File: src/design/spsrp_pkg.sv
// Shared types, constants and the field-walker control store for the SPS resolution parser.
// No dependencies; the other files that use it refer to it by scoped names.
package spsrp_pkg;

  localparam int CODE_BITS_DEF = 32;
  localparam int MB_SHIFT      = 4;
  localparam int STEP_W        = 5;
  localparam int SIZE_MAX      = 65535;

  localparam logic [7:0] PROFILE_BASELINE = 8'd66;
  localparam logic [7:0] PROFILE_HIGH     = 8'd100;

  typedef enum logic [1:0] {
    ST_OK,
    ST_TRUNC,
    ST_LONG,
    ST_RANGE
  } status_t;

  typedef enum logic [3:0] {
    OP_NEXT,
    OP_PROFILE,
    OP_POC_TYPE,
    OP_JUMP,
    OP_CYCLE_INIT,
    OP_CYCLE_LOOP,
    OP_WIDTH,
    OP_HEIGHT,
    OP_FRAME_ONLY,
    OP_CROP,
    OP_CROP_W,
    OP_CROP_H,
    OP_FINISH
  } op_t;

  typedef struct packed {
    logic              is_flag;
    op_t               op;
    logic [STEP_W-1:0] target;
  } uword_t;

  typedef enum logic [1:0] {
    S_IDLE,
    S_BITS,
    S_EMIT
  } state_t;

  // One control word per syntax element, from the parameter set id onwards.
  function automatic uword_t ucode(input logic [STEP_W-1:0] step);
    uword_t w;
    case (step)
      5'd0:    w = '{1'b0, OP_PROFILE,    5'd6};
      5'd1:    w = '{1'b0, OP_NEXT,       5'd0};
      5'd2:    w = '{1'b0, OP_NEXT,       5'd0};
      5'd3:    w = '{1'b0, OP_NEXT,       5'd0};
      5'd4:    w = '{1'b1, OP_NEXT,       5'd0};
      5'd5:    w = '{1'b1, OP_NEXT,       5'd0};
      5'd6:    w = '{1'b0, OP_NEXT,       5'd0};
      5'd7:    w = '{1'b0, OP_POC_TYPE,   5'd14};
      5'd8:    w = '{1'b0, OP_JUMP,       5'd14};
      5'd9:    w = '{1'b1, OP_NEXT,       5'd0};
      5'd10:   w = '{1'b0, OP_NEXT,       5'd0};
      5'd11:   w = '{1'b0, OP_NEXT,       5'd0};
      5'd12:   w = '{1'b0, OP_CYCLE_INIT, 5'd14};
      5'd13:   w = '{1'b0, OP_CYCLE_LOOP, 5'd14};
      5'd14:   w = '{1'b0, OP_NEXT,       5'd0};
      5'd15:   w = '{1'b1, OP_NEXT,       5'd0};
      5'd16:   w = '{1'b0, OP_WIDTH,      5'd0};
      5'd17:   w = '{1'b0, OP_HEIGHT,     5'd0};
      5'd18:   w = '{1'b1, OP_FRAME_ONLY, 5'd20};
      5'd19:   w = '{1'b1, OP_NEXT,       5'd0};
      5'd20:   w = '{1'b1, OP_NEXT,       5'd0};
      5'd21:   w = '{1'b1, OP_CROP,       5'd26};
      5'd22:   w = '{1'b0, OP_CROP_W,     5'd0};
      5'd23:   w = '{1'b0, OP_CROP_W,     5'd0};
      5'd24:   w = '{1'b0, OP_CROP_H,     5'd0};
      5'd25:   w = '{1'b0, OP_CROP_H,     5'd0};
      default: w = '{1'b1, OP_FINISH,     5'd0};
    endcase
    return w;
  endfunction

endpackage

File: src/design/spsrp_byte_if.sv
// Input channel of the SPS resolution parser: one NAL unit byte per item.
// No dependencies.
interface spsrp_byte_if;
  logic       valid;
  logic       ready;
  logic [7:0] sps_byte;
  logic       first_byte;
  logic       last_byte;

  modport source (output valid, sps_byte, first_byte, last_byte, input ready);
  modport sink   (input valid, sps_byte, first_byte, last_byte, output ready);
endinterface

File: src/design/spsrp_res_if.sv
// Result channel of the SPS resolution parser: cropped size, profile flag and status.
// No dependencies.
interface spsrp_res_if;
  logic        valid;
  logic        ready;
  logic [15:0] out_width;
  logic [15:0] out_height;
  logic        is_baseline;
  logic [1:0]  parse_status;

  modport source (output valid, out_width, out_height, is_baseline, parse_status, input ready);
  modport sink   (input valid, out_width, out_height, is_baseline, parse_status, output ready);
endinterface

File: src/design/h264_sps_resolution_parser.sv
// H.264 SPS resolution parser top level: microcoded Exp-Golomb field walker.
// Depends on spsrp_pkg, spsrp_byte_if and spsrp_res_if.
//
// Feed one SPS NAL unit byte per item, the header byte marked with first_byte and the
// final byte with last_byte. The NAL header and the three bytes after it are only
// accepted; each later byte is then walked by the field walker, which reads one bit per
// cycle under a 32-entry microcode table indexed by the current syntax element and takes
// no new byte until all eight bits are done. A byte that ends the parse stops the walk
// early; the result then passes through the emit state into the output register once
// that is free, and waits there for the sink while the next header byte may already be
// taken. At most one result comes per NAL unit: cropped luma width and height saturated
// to 16 bits, a baseline flag and a status (ok, truncated, code too long, size out of
// range). Emulation-prevention bytes and scaling lists are not interpreted.
module h264_sps_resolution_parser #(
  parameter int CODE_BITS = spsrp_pkg::CODE_BITS_DEF
) (
  input  logic              clk,
  input  logic              rst,
  spsrp_byte_if.sink        sps,
  spsrp_res_if.source       res
);

  localparam int ZC_W  = $clog2(CODE_BITS);
  localparam int ACC_W = CODE_BITS + 7;
  localparam int SW    = spsrp_pkg::STEP_W;

  spsrp_pkg::state_t  state, state_next;
  spsrp_pkg::status_t pend_status;
  spsrp_pkg::uword_t  uw;

  logic                 parse_done;
  logic [1:0]           byte_index;
  logic [SW-1:0]        field_step;
  logic                 code_phase;
  logic [ZC_W-1:0]      zero_count;
  logic [ZC_W-1:0]      suffix_left;
  logic [CODE_BITS-1:0] code_value;
  logic [CODE_BITS-1:0] cycle_left;
  logic [7:0]           profile;
  logic [ACC_W-1:0]     acc_w;
  logic [ACC_W-1:0]     acc_h;
  logic [7:0]           shift;
  logic [2:0]           bit_count;
  logic                 last_seen;

  logic                 take, slot_free, emit_load;
  logic                 bit_in, field_end, too_long, finish, ends;
  logic [CODE_BITS-1:0] field_val, code_shift, cycle_dec;
  logic [SW-1:0]        step_next;
  logic [ACC_W-1:0]     crop2;
  logic                 w_neg, w_big, h_neg, h_big, out_range;
  logic [15:0]          w_sat, h_sat;

  assign take      = sps.valid && sps.ready;
  assign slot_free = !res.valid || res.ready;
  assign emit_load = (state == spsrp_pkg::S_EMIT) && slot_free;

  // Field walker: one bit of the current byte per cycle.
  always_comb begin
    uw         = spsrp_pkg::ucode(field_step);
    bit_in     = shift[7];
    code_shift = {code_value[CODE_BITS-2:0], bit_in};
    cycle_dec  = cycle_left - CODE_BITS'(1);
    field_end  = 1'b0;
    field_val  = '0;
    too_long   = 1'b0;
    if (uw.is_flag) begin
      field_end = 1'b1;
      field_val = CODE_BITS'(bit_in);
    end else if (!code_phase) begin
      if (!bit_in) begin
        too_long = (zero_count == ZC_W'(CODE_BITS - 1));
      end else if (zero_count == '0) begin
        field_end = 1'b1;
      end
    end else if (suffix_left == ZC_W'(1)) begin
      field_end = 1'b1;
      field_val = code_shift - CODE_BITS'(1);
    end

    finish    = 1'b0;
    step_next = field_step + SW'(1);
    case (uw.op)
      spsrp_pkg::OP_PROFILE: begin
        if (profile < spsrp_pkg::PROFILE_HIGH) step_next = uw.target;
      end
      spsrp_pkg::OP_POC_TYPE: begin
        if (field_val == CODE_BITS'(1)) step_next = field_step + SW'(2);
        else if (field_val != '0) step_next = uw.target;
      end
      spsrp_pkg::OP_JUMP: step_next = uw.target;
      spsrp_pkg::OP_CYCLE_INIT: begin
        if (field_val == '0) step_next = uw.target;
      end
      spsrp_pkg::OP_CYCLE_LOOP: step_next = (cycle_dec == '0) ? uw.target : field_step;
      spsrp_pkg::OP_FRAME_ONLY: begin
        if (field_val[0]) step_next = uw.target;
      end
      spsrp_pkg::OP_CROP: begin
        if (!field_val[0]) step_next = uw.target;
      end
      spsrp_pkg::OP_FINISH: finish = 1'b1;
      default: ;
    endcase
    ends  = too_long || (field_end && finish);
    crop2 = ACC_W'(field_val) << 1;
  end

  // Saturate the accumulated sizes.
  always_comb begin
    w_neg     = acc_w[ACC_W-1];
    h_neg     = acc_h[ACC_W-1];
    w_big     = !w_neg && (acc_w > ACC_W'(spsrp_pkg::SIZE_MAX));
    h_big     = !h_neg && (acc_h > ACC_W'(spsrp_pkg::SIZE_MAX));
    w_sat     = w_neg ? 16'd0 : (w_big ? 16'hFFFF : acc_w[15:0]);
    h_sat     = h_neg ? 16'd0 : (h_big ? 16'hFFFF : acc_h[15:0]);
    out_range = w_neg || w_big || h_neg || h_big;
  end

  always_comb begin
    state_next = state;
    sps.ready  = (state == spsrp_pkg::S_IDLE);
    case (state)
      spsrp_pkg::S_IDLE: begin
        if (take) begin
          if (sps.first_byte) begin
            if (sps.last_byte) state_next = spsrp_pkg::S_EMIT;
          end else if (!parse_done) begin
            if (byte_index == 2'd0) state_next = spsrp_pkg::S_BITS;
            else if (sps.last_byte) state_next = spsrp_pkg::S_EMIT;
          end
        end
      end
      spsrp_pkg::S_BITS: begin
        if (ends) state_next = spsrp_pkg::S_EMIT;
        else if (bit_count == 3'd7) begin
          state_next = last_seen ? spsrp_pkg::S_EMIT : spsrp_pkg::S_IDLE;
        end
      end
      spsrp_pkg::S_EMIT: begin
        if (slot_free) state_next = spsrp_pkg::S_IDLE;
      end
      default: state_next = spsrp_pkg::S_IDLE;
    endcase
  end

  always_ff @(posedge clk) begin
    if (rst) begin
      state <= spsrp_pkg::S_IDLE;
    end else begin
      state <= state_next;
    end
  end

  always_ff @(posedge clk) begin
    if (rst) begin
      parse_done  <= 1'b1;
      byte_index  <= 2'd0;
      field_step  <= '0;
      code_phase  <= 1'b0;
      zero_count  <= '0;
      suffix_left <= '0;
      res.valid   <= 1'b0;
    end else begin
      if (emit_load) res.valid <= 1'b1;
      else if (res.ready) res.valid <= 1'b0;

      if (take && sps.first_byte) begin
        parse_done  <= sps.last_byte;
        byte_index  <= 2'd1;
        field_step  <= '0;
        code_phase  <= 1'b0;
        zero_count  <= '0;
        suffix_left <= '0;
      end else if (take && !parse_done && byte_index != 2'd0) begin
        byte_index <= byte_index + 2'd1;
        if (sps.last_byte) parse_done <= 1'b1;
      end else if (state == spsrp_pkg::S_BITS) begin
        if (ends) begin
          parse_done <= 1'b1;
        end else begin
          if (field_end) begin
            field_step  <= step_next;
            code_phase  <= 1'b0;
            zero_count  <= '0;
            suffix_left <= '0;
          end else if (!code_phase) begin
            if (!bit_in) zero_count <= zero_count + ZC_W'(1);
            else begin
              code_phase  <= 1'b1;
              suffix_left <= zero_count;
            end
          end else begin
            suffix_left <= suffix_left - ZC_W'(1);
          end
          if (bit_count == 3'd7 && last_seen) parse_done <= 1'b1;
        end
      end
    end
  end

  // Payload and datapath registers.
  always_ff @(posedge clk) begin
    if (emit_load) begin
      res.out_width    <= (pend_status == spsrp_pkg::ST_OK) ? w_sat : 16'd0;
      res.out_height   <= (pend_status == spsrp_pkg::ST_OK) ? h_sat : 16'd0;
      res.is_baseline  <= (profile == spsrp_pkg::PROFILE_BASELINE);
      res.parse_status <= (pend_status == spsrp_pkg::ST_OK && out_range) ?
                          spsrp_pkg::ST_RANGE : pend_status;
    end

    if (take && sps.first_byte) begin
      profile     <= 8'd0;
      acc_w       <= '0;
      acc_h       <= '0;
      pend_status <= spsrp_pkg::ST_TRUNC;
    end else if (take && !parse_done) begin
      if (byte_index == 2'd1) profile <= sps.sps_byte;
      if (byte_index == 2'd0) begin
        shift     <= sps.sps_byte;
        bit_count <= 3'd0;
        last_seen <= sps.last_byte;
      end
      pend_status <= spsrp_pkg::ST_TRUNC;
    end else if (state == spsrp_pkg::S_BITS) begin
      shift     <= shift << 1;
      bit_count <= bit_count + 3'd1;
      if (too_long) begin
        pend_status <= spsrp_pkg::ST_LONG;
      end else if (field_end && finish) begin
        pend_status <= spsrp_pkg::ST_OK;
      end else if (field_end) begin
        case (uw.op)
          spsrp_pkg::OP_CYCLE_INIT: cycle_left <= field_val;
          spsrp_pkg::OP_CYCLE_LOOP: cycle_left <= cycle_dec;
          spsrp_pkg::OP_WIDTH:  acc_w <= (ACC_W'(field_val) + ACC_W'(1)) << spsrp_pkg::MB_SHIFT;
          spsrp_pkg::OP_HEIGHT: acc_h <= (ACC_W'(field_val) + ACC_W'(1)) << spsrp_pkg::MB_SHIFT;
          spsrp_pkg::OP_FRAME_ONLY: begin
            if (!field_val[0]) acc_h <= acc_h << 1;
          end
          spsrp_pkg::OP_CROP_W: acc_w <= acc_w - crop2;
          spsrp_pkg::OP_CROP_H: acc_h <= acc_h - crop2;
          default: ;
        endcase
      end else if (code_phase) begin
        code_value <= code_shift;
      end else if (bit_in) begin
        code_value <= CODE_BITS'(1);
      end
    end
  end

endmodule

File: src/flat_wrapper.sv
// flat-port wrapper written by rule: the top's interface ports become plain ports
module h264_sps_resolution_parser_flat 
#(
  parameter int CODE_BITS = spsrp_pkg::CODE_BITS_DEF
)
  (clk, rst, sps_valid, sps_sps_byte, sps_first_byte, sps_last_byte, sps_ready, res_valid, res_out_width, res_out_height, res_is_baseline, res_parse_status, res_ready);
  spsrp_byte_if sps_i ();
  spsrp_res_if res_i ();
  input  logic clk;
  input  logic rst;
  input wire logic [$bits(sps_i.valid)-1:0] sps_valid;
  input wire logic [$bits(sps_i.sps_byte)-1:0] sps_sps_byte;
  input wire logic [$bits(sps_i.first_byte)-1:0] sps_first_byte;
  input wire logic [$bits(sps_i.last_byte)-1:0] sps_last_byte;
  output wire logic [$bits(sps_i.ready)-1:0] sps_ready;
  output wire logic [$bits(res_i.valid)-1:0] res_valid;
  output wire logic [$bits(res_i.out_width)-1:0] res_out_width;
  output wire logic [$bits(res_i.out_height)-1:0] res_out_height;
  output wire logic [$bits(res_i.is_baseline)-1:0] res_is_baseline;
  output wire logic [$bits(res_i.parse_status)-1:0] res_parse_status;
  input wire logic [$bits(res_i.ready)-1:0] res_ready;
  assign sps_i.valid = sps_valid;
  assign sps_i.sps_byte = sps_sps_byte;
  assign sps_i.first_byte = sps_first_byte;
  assign sps_i.last_byte = sps_last_byte;
  assign sps_ready = sps_i.ready;
  assign res_valid = res_i.valid;
  assign res_out_width = res_i.out_width;
  assign res_out_height = res_i.out_height;
  assign res_is_baseline = res_i.is_baseline;
  assign res_parse_status = res_i.parse_status;
  assign res_i.ready = res_ready;
  h264_sps_resolution_parser #(.CODE_BITS(CODE_BITS)) u_core (.clk(clk), .rst(rst), .sps(sps_i), .res(res_i));
endmodule
File: config.mk
export PLATFORM = sky130hd
export DESIGN_NAME = h264_sps_resolution_parser_flat
export DESIGN_NICKNAME = d
export VERILOG_FILES = /design/src/design/spsrp_pkg.sv /design/src/design/spsrp_byte_if.sv /design/src/design/spsrp_res_if.sv /design/src/design/h264_sps_resolution_parser.sv /design/src/flat_wrapper.sv
export SDC_FILE = /design/constraint.sdc
export NUM_CORES = 1
export LEC_CHECK = 0
export BUFFER_PORTS_ARGS = -buffer_cell sky130_fd_sc_hd__clkbuf_2
export CORE_UTILIZATION = 45
export DETAILED_ROUTE_END_ITERATION = 10
export REMOVE_ABC_BUFFERS = 1
export SLEW_MARGIN = 25
export SYNTH_ARGS = -nofsm -noshare
export SYNTH_HDL_FRONTEND = slang
export SYNTH_SLANG_ARGS = --single-unit
File: constraint.sdc
create_clock -name clk -period 5.63 [get_ports clk]
set_input_delay 0.2815 -clock clk [delete_from_list [all_inputs] [get_ports clk]]
set_output_delay 0.2815 -clock clk [all_outputs]
set_load 0.01 [all_outputs]
## After elaboration in Yosys (flattened, before gate mapping)

Memory sizes are Yosys's and may differ from the RTL's. A register that Yosys moved wholly into a read port is not among the register bits.
Index checks and enable logic that the tools add are counted.

| word-level totals | value |
|---|---|
| flip-flop bits (word level) | 220 |
| bits in latches | 0 |
| bits in writable memories | 0 |
| bits in read-only memories | 288 |
| logic and storage cells | 198 |
| memories | 1 |

| operators by class | value |
|---|---|
| $add $sub $neg | 11 |
| multipliers | 0 |
| divide/modulo/power cells | 0 |
| order comparisons | 3 |
| equality and inequality tests | 30 |
| shift-type cells | 0 |
| multiplexer cells | 67 |
| bitwise logic cells | 8 |
| reduce and logical (&&, ||, !) cells | 56 |

Memory list:

| memory | depth | bits a word | read ports | clocked after Yosys merged registers in | wr ports | line | source |
|---|---|---|---|---|---|---|---|
| (name not given) | 32 | 9 | 1 | 1 | 0 | spsrp_pkg.sv:51 | `case (step)` |

Operators by type and width:

| kind | count |
|---|---|
| 39-bit one-hot mux with 3 select lines | 1 |
| 32-bit 2-to-1 mux | 3 |
| 39-bit by 16-bit > comparator with 1-bit output, second input constant | 2 |
| 39-bit one-hot mux with 2 select lines | 1 |
| 39-bit by 33-bit subtractor with 39-bit output | 2 |
| 5-bit 2-to-1 mux | 15 |
| 32-bit zero test | 2 |
| 32-bit one-hot mux with 2 select lines | 1 |
| 32-bit by 1-bit subtractor with 32-bit output, second input constant | 2 |
| 31-bit 2-to-1 mux | 2 |
| 39-bit 2-to-1 mux | 1 |
| 5-bit one-hot mux with 7 select lines | 1 |
| 32-bit by 1-bit adder with 33-bit output, second input constant | 1 |
| 32-bit by 1-bit == test with 1-bit output, second input constant | 1 |
| 16-bit 2-to-1 mux | 2 |
| 32-bit nonzero test | 1 |
| 8-bit 2-to-1 mux | 3 |
| 1-bit 2-to-1 mux | 22 |
| 2-bit 2-to-1 mux | 11 |
| 7-bit AND reduction | 3 |
| 4-bit == test, second input constant | 5 |
| 4-bit by 3-bit == test with 1-bit output, second input constant | 4 |
| 2-bit nonzero test | 8 |
| 3-bit AND reduction | 4 |
| other kinds (33) | 77 |

## Longest topological paths before layout

Gate-level depths: netlist of run 1.

| depth | value |
|---|---|
| depth in word-level cells | 11 |
| mapped depth | 23 |
| mapped depth without buffers | 21 |

## Worst setup path before layout of run 1

No wires, ideal clock.

| timing | value |
|---|---|
| kind | flip-flop to flip-flop |
| start | reg u_core.shift[7] |
| end | reg u_core.acc_h[33] |
| setup time | 0.128 ns |
| arrival | 4.996 ns |
| required time | 5.502 ns |
| setup slack | 0.507 ns |
| cell stages (with the launch flop) | 21 |
| buffers on the path | 3 |
| path through | edfxtp_1 -> clkbuf_1 -> inv_1 -> ha_1 -> or3b_1 -> clkbuf_1 -> o31a_1 -> o21ai_1 -> ha_1 -> clkbuf_1 -> a21oi_1 -> o21bai_1 -> a221o_1 -> a221oi_1 -> o21ai_0 -> a31oi_1 -> o211ai_1 -> a41oi_1 -> o21ai_0 -> a222oi_1 -> nor2_1 |

| between the ends | value |
|---|---|
| word-level cells in the longest chain between the ends | 6 |

RTL lines:

| what | line | source |
|---|---|---|
| from (decl) | h264_sps_resolution_parser.sv:42 | `logic [7:0] shift;` |
| from (signal assigned) | h264_sps_resolution_parser.sv:220 | `shift <= sps.sps_byte;` |
| from (signal assigned) | h264_sps_resolution_parser.sv:226 | `shift <= shift << 1;` |
| 32-bit by 1-bit subtractor with 32-bit output / 1-bit 2-to-1 mux (equally long branches) | h264_sps_resolution_parser.sv:78, h264_sps_resolution_parser.sv:71 |  |
| 32-bit 2-to-1 mux / 1-bit 2-to-1 mux (equally long branches) | h264_sps_resolution_parser.sv:76, h264_sps_resolution_parser.sv:70 |  |
| 32-bit 2-to-1 mux / 1-bit 2-to-1 mux (equally long branches) | h264_sps_resolution_parser.sv:70, h264_sps_resolution_parser.sv:67 |  |
| 32-bit 2-to-1 mux / 1-bit logical AND (equally long branches) | h264_sps_resolution_parser.sv:67, h264_sps_resolution_parser.sv:230 |  |
| 39-bit by 33-bit subtractor with 39-bit output (tied with other cells) | h264_sps_resolution_parser.sv:242 | `spsrp_pkg::OP_CROP_H: acc_h <= acc_h - crop2;` |
| 39-bit one-hot mux with 3 select lines / 7-bit AND reduction (equally long branches) | - |  |
| to (signal assigned) | h264_sps_resolution_parser.sv:237 | `spsrp_pkg::OP_HEIGHT: acc_h <= (ACC_W'(field_val) + ACC_W'(1)) << spsrp_pkg::MB_SHIFT;` |
| to (signal assigned) | h264_sps_resolution_parser.sv:239 | `if (!field_val[0]) acc_h <= acc_h << 1;` |
| to (signal assigned) | h264_sps_resolution_parser.sv:242 |  |
| to (decl) | h264_sps_resolution_parser.sv:41 | `logic [ACC_W-1:0] acc_h;` |

Parallel ways exist; a longest one is shown, timed or not.
A chain may end at the register's enable or synchronous reset.

## Final worst setup path of run 1

| timing | value |
|---|---|
| start | reg u_core.shift[7] |
| end | reg, netlist name u_core.uw[9] |

| between the ends | value |
|---|---|
| word-level cells in the longest chain between the ends | 10 |

RTL lines:

| what | line | source |
|---|---|---|
| 32-bit by 1-bit subtractor with 32-bit output | h264_sps_resolution_parser.sv:78 | `field_val = code_shift - CODE_BITS'(1);` |
| 32-bit 2-to-1 mux | h264_sps_resolution_parser.sv:76 | `end else if (suffix_left == ZC_W'(1)) begin` |
| 32-bit 2-to-1 mux | h264_sps_resolution_parser.sv:70 | `end else if (!code_phase) begin` |
| 32-bit 2-to-1 mux | h264_sps_resolution_parser.sv:67 | `if (uw.is_flag) begin` |
| 32-bit nonzero test | h264_sps_resolution_parser.sv:89 | `else if (field_val != '0) step_next = uw.target;` |
| 5-bit 2-to-1 mux | h264_sps_resolution_parser.sv:89 |  |
| 5-bit 2-to-1 mux | h264_sps_resolution_parser.sv:88 | `if (field_val == CODE_BITS'(1)) step_next = field_step + SW'(2);` |
| 5-bit one-hot mux with 7 select lines | h264_sps_resolution_parser.sv:83 | `case (uw.op)` |
| 5-bit 2-to-1 mux (no line) * (2 in series) | - |  |

Mark *: on every way between the ends. The rest lies on a longest branch, timed or not.

==> flow_metrics.env, run 1 <==
export IMPL_status="finished clean"
export IMPL_htreeDepth=1
export IMPL_antennaDiodeCount=0
export IMPL_worst_path_max_fanout=11
export IMPL_clk_pin_slew_ps=60
export IMPL_drt_pass1_iterations=5
export IMPL_cts_setup_buffers=0
export IMPL_instances_no_fill=2503
export IMPL_gp_congestion=0.944
export IMPL_slew_headroom_pct=36.6
export IMPL_synth_edf_count=110
export IMPL_ant_nets=0
export IMPL_finalSetupViolCount=0
export IMPL_crit_required_ps=6100
export IMPL_tritoncts="yes"
export IMPL_reg2reg_slack_ps=270
export IMPL_drt_iter0_drc=1302
export IMPL_min_period_over_period_pct=95.3
export IMPL_yosysUniqueCellTypes=110
export IMPL_reg2reg_depth=18
export IMPL_ys_top_cells_by_area="edfxtp_1 (20%), dfxtp_1 (14%), ha_1 (6.3%)"
export IMPL_hold_violations=0
export IMPL_dpl_cell_count=2437
export IMPL_grt_pass1_vias=14400
export IMPL_pin_count=51
export IMPL_layout_drive_gt1_share_pct=12.1
export IMPL_p_leak_uw=0.00684
export IMPL_yosysMostFrequentCell="nor2_1"
export IMPL_fin_util_pct=51.2
export IMPL_final_area_um2=18700
export IMPL_viasPerCell=6.15
export IMPL_clock_skew_final_ps=18.6
export IMPL_synth_top_area_share_pct=19.8
export IMPL_yosysSeqAreaShare_pct=33.9
export IMPL_min_path_type="input port to flop"
export IMPL_worstSetupPathType="flop to flop"
export IMPL_place_area_um2=17600
export IMPL_syn_area_um2=16700
export IMPL_dp_hpwl_mm=37.3
export IMPL_area_growth_syn_to_layout_pct=12.2
export IMPL_rows=70
export IMPL_ir_drop_uv=245
export IMPL_synth_top_area_cell="edfxtp_1"
export IMPL_antenna_found_initial=1
export IMPL_max_freq_mhz=186
export IMPL_die_w_um=194
export IMPL_nets=2112
export IMPL_power_total_uw=3740
export IMPL_whs_path_depth=4
export IMPL_grt_pass1_wl_mm=79.3
export IMPL_cts_sinks=227
export IMPL_synth_seq_cells=227
export IMPL_hold_end="u_core.state[0]"
export IMPL_end_kind="flop"
export IMPL_finalMaxSlewViolations=0
export IMPL_synth_warning_count=0
export IMPL_min_period_ps=5360
export IMPL_ys_top_cells_by_count="nor2_1 (185), nand2_1 (155), a21oi_1 (153)"
export IMPL_portBuffers=50
export IMPL_timing_rr_start="u_core.shift[7]"
export IMPL_start_util_pct=45.6
export IMPL_regToRegEndpoint="u_core.uw[9]"
export IMPL_start_kind="flop"
export IMPL_die_height_um=194
export IMPL_clkLatencyLatePin_ps=590
export IMPL_drcViolationCount=0
export IMPL_grt_usage_pct=26.3
export IMPL_synthCells=1965
export IMPL_powerDensity_nw_per_um2=200
export IMPL_synth_ff_type="dfxtp_1"
export IMPL_avgSynthCellArea_um2=8.48
export IMPL_ctsRootBufferMaster="clkbuf_16"
export IMPL_drv_cap=0
export IMPL_worstPathArrival_ps=5830
export IMPL_finalWirelength_mm=50.6
export IMPL_async_flop_share_pct=0
export IMPL_grt_ovfl_total=0
export IMPL_core_um2=36500
export IMPL_cts_buffers=29
export IMPL_wl_per_cell_um=20.2
export IMPL_tightest_slew_ps=945
export IMPL_rsz0062_at_grt="no"
export IMPL_hp_start="sps_first_byte"
export IMPL_via_count=15400
export IMPL_dieArea_um2=37800
export IMPL_grt_max_degree=62
export IMPL_cts_buffer_depth=3
-- worst max path at each step --
stage / start / endpoint / slack [ps] / cells after the start
2_1_floorplan: u_core.uw[7] / u_core.uw[9] / -470 / 11
3_3_place_gp: u_core.shift[7] / u_core.acc_h[36] / 330 / 18
4_1_cts: u_core.shift[7] / u_core.acc_h[36] / 220 / 18
5_1_grt: u_core.shift[7] / u_core.uw[9] / 20 / 18
6_report: u_core.shift[7] / u_core.uw[9] / 270 / 18
3_5_place_dp: u_core.shift[7] / u_core.acc_h[36] / 300 / 18
-- worst max-delay path, cell delays in order (launching register included) --
cell and delay [ps]:
edfxtp_1 490, buf_4 210, nor4_4 490, buf_4 230
nand4_4 120, o31a_1 330, or3_4 380, a2111oi_4 500
a21o_2 360, nand3_1 180, mux2i_1 180, o31ai_1 410
nor2_1 190, nor2_1 170, inv_1 100, ha_1 320
nor3_1 190, a211oi_1 100, a41o_1 260
-- cells in the final DEF (no fill, tap or decap), types with 9 or more instances in the layout --
master,synthesis,routed
a211oi_1,24,24
a21o_1,39,39
a21oi_1,153,153
a221oi_1,24,24
a22oi_1,11,11
a31oi_1,19,18
a41oi_1,9,9
and2_1,49,49
and3_1,17,17
buf_4,0,61
clkbuf_16,0,29
clkbuf_2,0,50
dfxtp_1,117,117
dlygate4sd3_1,0,11
edfxtp_1,110,110
ha_1,84,84
inv_1,63,63
mux2_2,11,11
mux2i_1,16,16
nand2_1,155,155
nand2b_1,21,21
nand3_1,58,58
nand4_1,13,13
nor2_1,185,181
nor2b_1,19,18
nor3_1,62,57
nor4_1,43,43
o21a_1,40,40
o21ai_0,126,125
o21ai_1,12,13
o21bai_1,11,10
o31a_1,11,11
o31ai_1,11,11
or2_2,11,11
or3_1,24,24
or4_1,13,13
xnor2_1,83,83
xor2_1,44,44
-- metal layers --
metal | up-vias | GRT usage [%] | part of all wire, %
li1 | 7425 | - | -
met1 | 7318 | 33.8 | 43
met4 | 0 | 12.8 | 4.9
met2 | 513 | 43.5 | 47
met3 | 125 | 3.49 | 5.5
met5 | - | 0 | 0
-- where the power goes --
part	total [µW]	internal [µW]	switching (µW)	leakage, µW
clock	1870	1080	790	0.000461
combinational	127	46.9	80.0	0.00446
sequential	1750	1740	9.51	0.00192
-- state kept, by name, summed over array words and instances, names as in the netlist --
name,count
u_core.acc_w,38
u_core.pend_status,2
u_core.suffix_left,5
u_core.uw,9
u_core.res.valid,1
u_core.shift,8
u_core.zero_count,5
u_core.cycle_left,32
u_core.byte_index,2
u_core.res.out_width,16
u_core.bit_count,3
u_core.code_value,31
u_core.res.parse_status,2
u_core.profile,8
u_core.field_step,5
u_core.res.is_baseline,1
u_core.acc_h,38
u_core.state,2
u_core.parse_done,1
u_core.last_seen,1
u_core.code_phase,1
u_core.res.out_height,16
-- final cells by class --
type	instances	area, µm²
Fill cell	3492	17800
Multi-Input combinational cell	1566	10400
Sequential cell	227	5650
Timing Repair Buffer	123	846
Clock buffer	36	782
Tap cell	468	586
Inverter	65	244
Clock inverter	18	170
-- repair_timing --
item,4_1_cts,5_1_grt
hold buffers,11,0
setup endpoints to repair,0,8
resized for setup,0,4
endpoints found under the hold margin,14,0
-- metrics by stage --
step	hold WS [ps]	worst slack (ps)	setup TNS, ps
final	131	266	0
after global routing	192	21.4	0
after CTS	114	221	0
after detailed placement	445	295	0
after global placement	443	330	0
after floorplan	351	-473	-2990
-- cell families after synthesis --
kind of cell / after synthesis / share of synthesized area, %
simple gates: 734 / 23.1
buf+inv: 172 / 4.07
compound gates: 592 / 24.0
xor+xnor: 127 / 6.68
fa+ha+maj: 86 / 6.55
mux: 27 / 1.71
flops: 227 / 33.9
Note: power is estimated with default switching activity, not from simulation.
==> run 2, diff against run 1 <==
--- a/config.mk
+++ b/config.mk
@@ -6,8 +6,12 @@
 export NUM_CORES = 1
 export LEC_CHECK = 0
 export BUFFER_PORTS_ARGS = -buffer_cell sky130_fd_sc_hd__clkbuf_2
+export CELL_PAD_IN_SITES_DETAIL_PLACEMENT = 1
+export CELL_PAD_IN_SITES_GLOBAL_PLACEMENT = 1
+export CORE_ASPECT_RATIO = 0.6
 export CORE_UTILIZATION = 45
 export DETAILED_ROUTE_END_ITERATION = 10
+export PLACE_DENSITY_LB_ADDON = 0.1
 export REMOVE_ABC_BUFFERS = 1
 export SLEW_MARGIN = 25
 export SYNTH_ARGS = -nofsm -noshare
==> run 2 against run 1 <==
Effect of this change: via count is 5.4% higher; global-route usage increased by 6.3 points; largest cell class unchanged; worst setup slack improved by 6.2 ps; sequential share of layout area fell by 0.22 points; wire length increased by 24%; clock skew is 3.4 ps lower; worst hold slack lost 75 ps; clock power grew 4%; register-to-register slack about the same; largest power group unchanged; combinational power is 7% higher; critical path type unchanged; flip-flop and latch count is the same; count of clock-buffer cells in the layout shrank 9.
==> flow_metrics.env, run 2 (synthesized netlist as in run 1, its figures left out) <==
export IMPL_status="finished clean"
export IMPL_wl_per_cell_um=25.0
export IMPL_die_w_um=250
export IMPL_clkLatencyLatePin_ps=560
export IMPL_dpl_cell_count=2459
export IMPL_dp_hpwl_mm=46.2
export IMPL_powerDensity_nw_per_um2=203
export IMPL_layout_drive_gt1_share_pct=13.2
export IMPL_grt_ovfl_total=0
export IMPL_portBuffers=50
export IMPL_finalMaxSlewViolations=0
export IMPL_fin_util_pct=51.7
export IMPL_min_path_type="input port to flop"
export IMPL_grt_pass1_vias=15500
export IMPL_power_total_uw=3830
export IMPL_top_regs="u_core.acc_h (38), u_core.acc_w (38), u_core.cycle_left (32)"
export IMPL_slew_headroom_pct=30.0
export IMPL_grt_pass1_wl_mm=94.9
export IMPL_cts_buffers=25
export IMPL_clock_skew_final_ps=15.2
export IMPL_antenna_found_initial=0
export IMPL_min_period_over_period_pct=95.2
export IMPL_dieArea_um2=37800
export IMPL_rows=54
export IMPL_worstSetupPathType="flop to flop"
export IMPL_ant_nets=0
export IMPL_final_cell_mix="nor2_1 (179), nand2_1 (155), a21oi_1 (153)"
export IMPL_drt_pass1_iterations=5
export IMPL_pin_count=51
export IMPL_cts_sinks=227
export IMPL_start_util_pct=45.7
export IMPL_ctsRootBufferMaster="clkbuf_16"
export IMPL_grt_most_used_layer="met1"
export IMPL_start_kind="flop"
export IMPL_nets=2122
export IMPL_ir_drop_uv=200
export IMPL_rsz0062_at_grt="no"
export IMPL_finalSetupViolCount=0
export IMPL_area_growth_syn_to_layout_pct=13.0
export IMPL_finalWirelength_mm=62.9
export IMPL_max_freq_mhz=187
export IMPL_crit_required_ps=6080
export IMPL_use_met3_pct=7.32
export IMPL_drcViolationCount=0
export IMPL_grt_util_met1_pct=50.7
export IMPL_min_period_ps=5360
export IMPL_drv_cap=0
export IMPL_fillers=4278
export IMPL_die_height_um=151
export IMPL_via_count=16200
export IMPL_core_um2=36400
export IMPL_grt_max_degree=62
export IMPL_gp_congestion=0.936
export IMPL_worstPathArrival_ps=5800
export IMPL_final_common_cell="nor2_1"
export IMPL_instances_no_fill=2516
export IMPL_drt_iter0_drc=1535
export IMPL_hold_ws_ps=55.6
export IMPL_viasPerCell=6.44
export IMPL_cts_buffer_depth=3
export IMPL_htreeDepth=1
export IMPL_end_kind="flop"
export IMPL_hold_violations=0
export IMPL_clk_pin_slew_ps=70
export IMPL_p_leak_uw=0.00692
export IMPL_grt_usage_pct=32.6
export IMPL_tightest_slew_ps=1050
export IMPL_tritoncts="yes"
export IMPL_met2_usage_pct=44.7
export IMPL_antennaDiodeCount=0
export IMPL_worst_path_max_fanout=12
[run 2: cell count changes in the layout (fill, tap and decap cells not counted), sizes merged]
cell and delta:
buf +16, bufinv +6, clkbuf -9, clkinv -3
clkinvlp -2, dlygate4sd3 -2, inv -1
[run 2: power by group]
| group | total (µW) | internal [µW] | switching (µW) |
|---|---|---|---|
| Clock | 1950 | 1180 | 765 |
| Sequential | 1740 | 1730 | 9.98 |
| Combinational | 136 | 46.0 | 89.6 |
| Total | 3830 | 2960 | 865 |
[run 2: stage by stage]
stage	cell area, µm²	setup TNS, ps	setup slack (ps)
2_1_floorplan	16200	-2990	-473
3_3_place_gp	17700	0	126
3_5_place_dp	17700	0	34.7
4_1_cts	18700	0	12.7
5_1_grt	18800	0	26.9
6_report	18800	0	272
[run 2: path summary, 6_finish.rpt]
path,from,end,slack (ps),cells past startpoint
hold / removal,res_ready,u_core.res.valid,60,3
setup reg to reg,u_core.shift[7],u_core.uw[9],270,18
setup / recovery,u_core.shift[7],u_core.uw[9],270,18
hold reg to reg,u_core.profile[2],u_core.profile[2],450,2
[run 2: timing repair]
item	4_1_cts	5_1_grt
setup buffers	0	2
hold buffers	9	0
endpoints found under the setup margin	0	18
resized for setup	0	14
hold endpoints to repair	9	0
[run 2: per-layer routing]
metal  vias up  part of all wire (%)
li1       7411                     -
met1      8106                    50
met2       622                    39
met3        69                   9.0
met4         0                   2.0
met5         -                     0
[run 2: final cells by class]
type / instances / area (µm²) / area share (%)
clock buffers: 27 / 633 / 3.36
repair buffers: 137 / 938 / 4.99
inverters: 65 / 244 / 1.30
multi-input cells: 1566 / 10500 / 55.6
clock inverters: 18 / 299 / 1.59
flip-flops and latches: 227 / 5650 / 30.0
well taps: 476 / 596 / 3.16
[run 2: worst max-delay path, cell delays in order, from the launching register on]
cell and delay, ps:
edfxtp_1 550, inv_1 190, ha_1 280, or3b_4 510
nand4bb_1 230, xnor2_1 180, nand2_1 210, buf_4 230
nand3_1 340, or2_1 430, o31ai_1 420, a21oi_1 150
o21ai_0 420, a21oi_2 210, inv_1 120, ha_1 250
nor3_1 190, a211oi_1 100, a41o_1 240
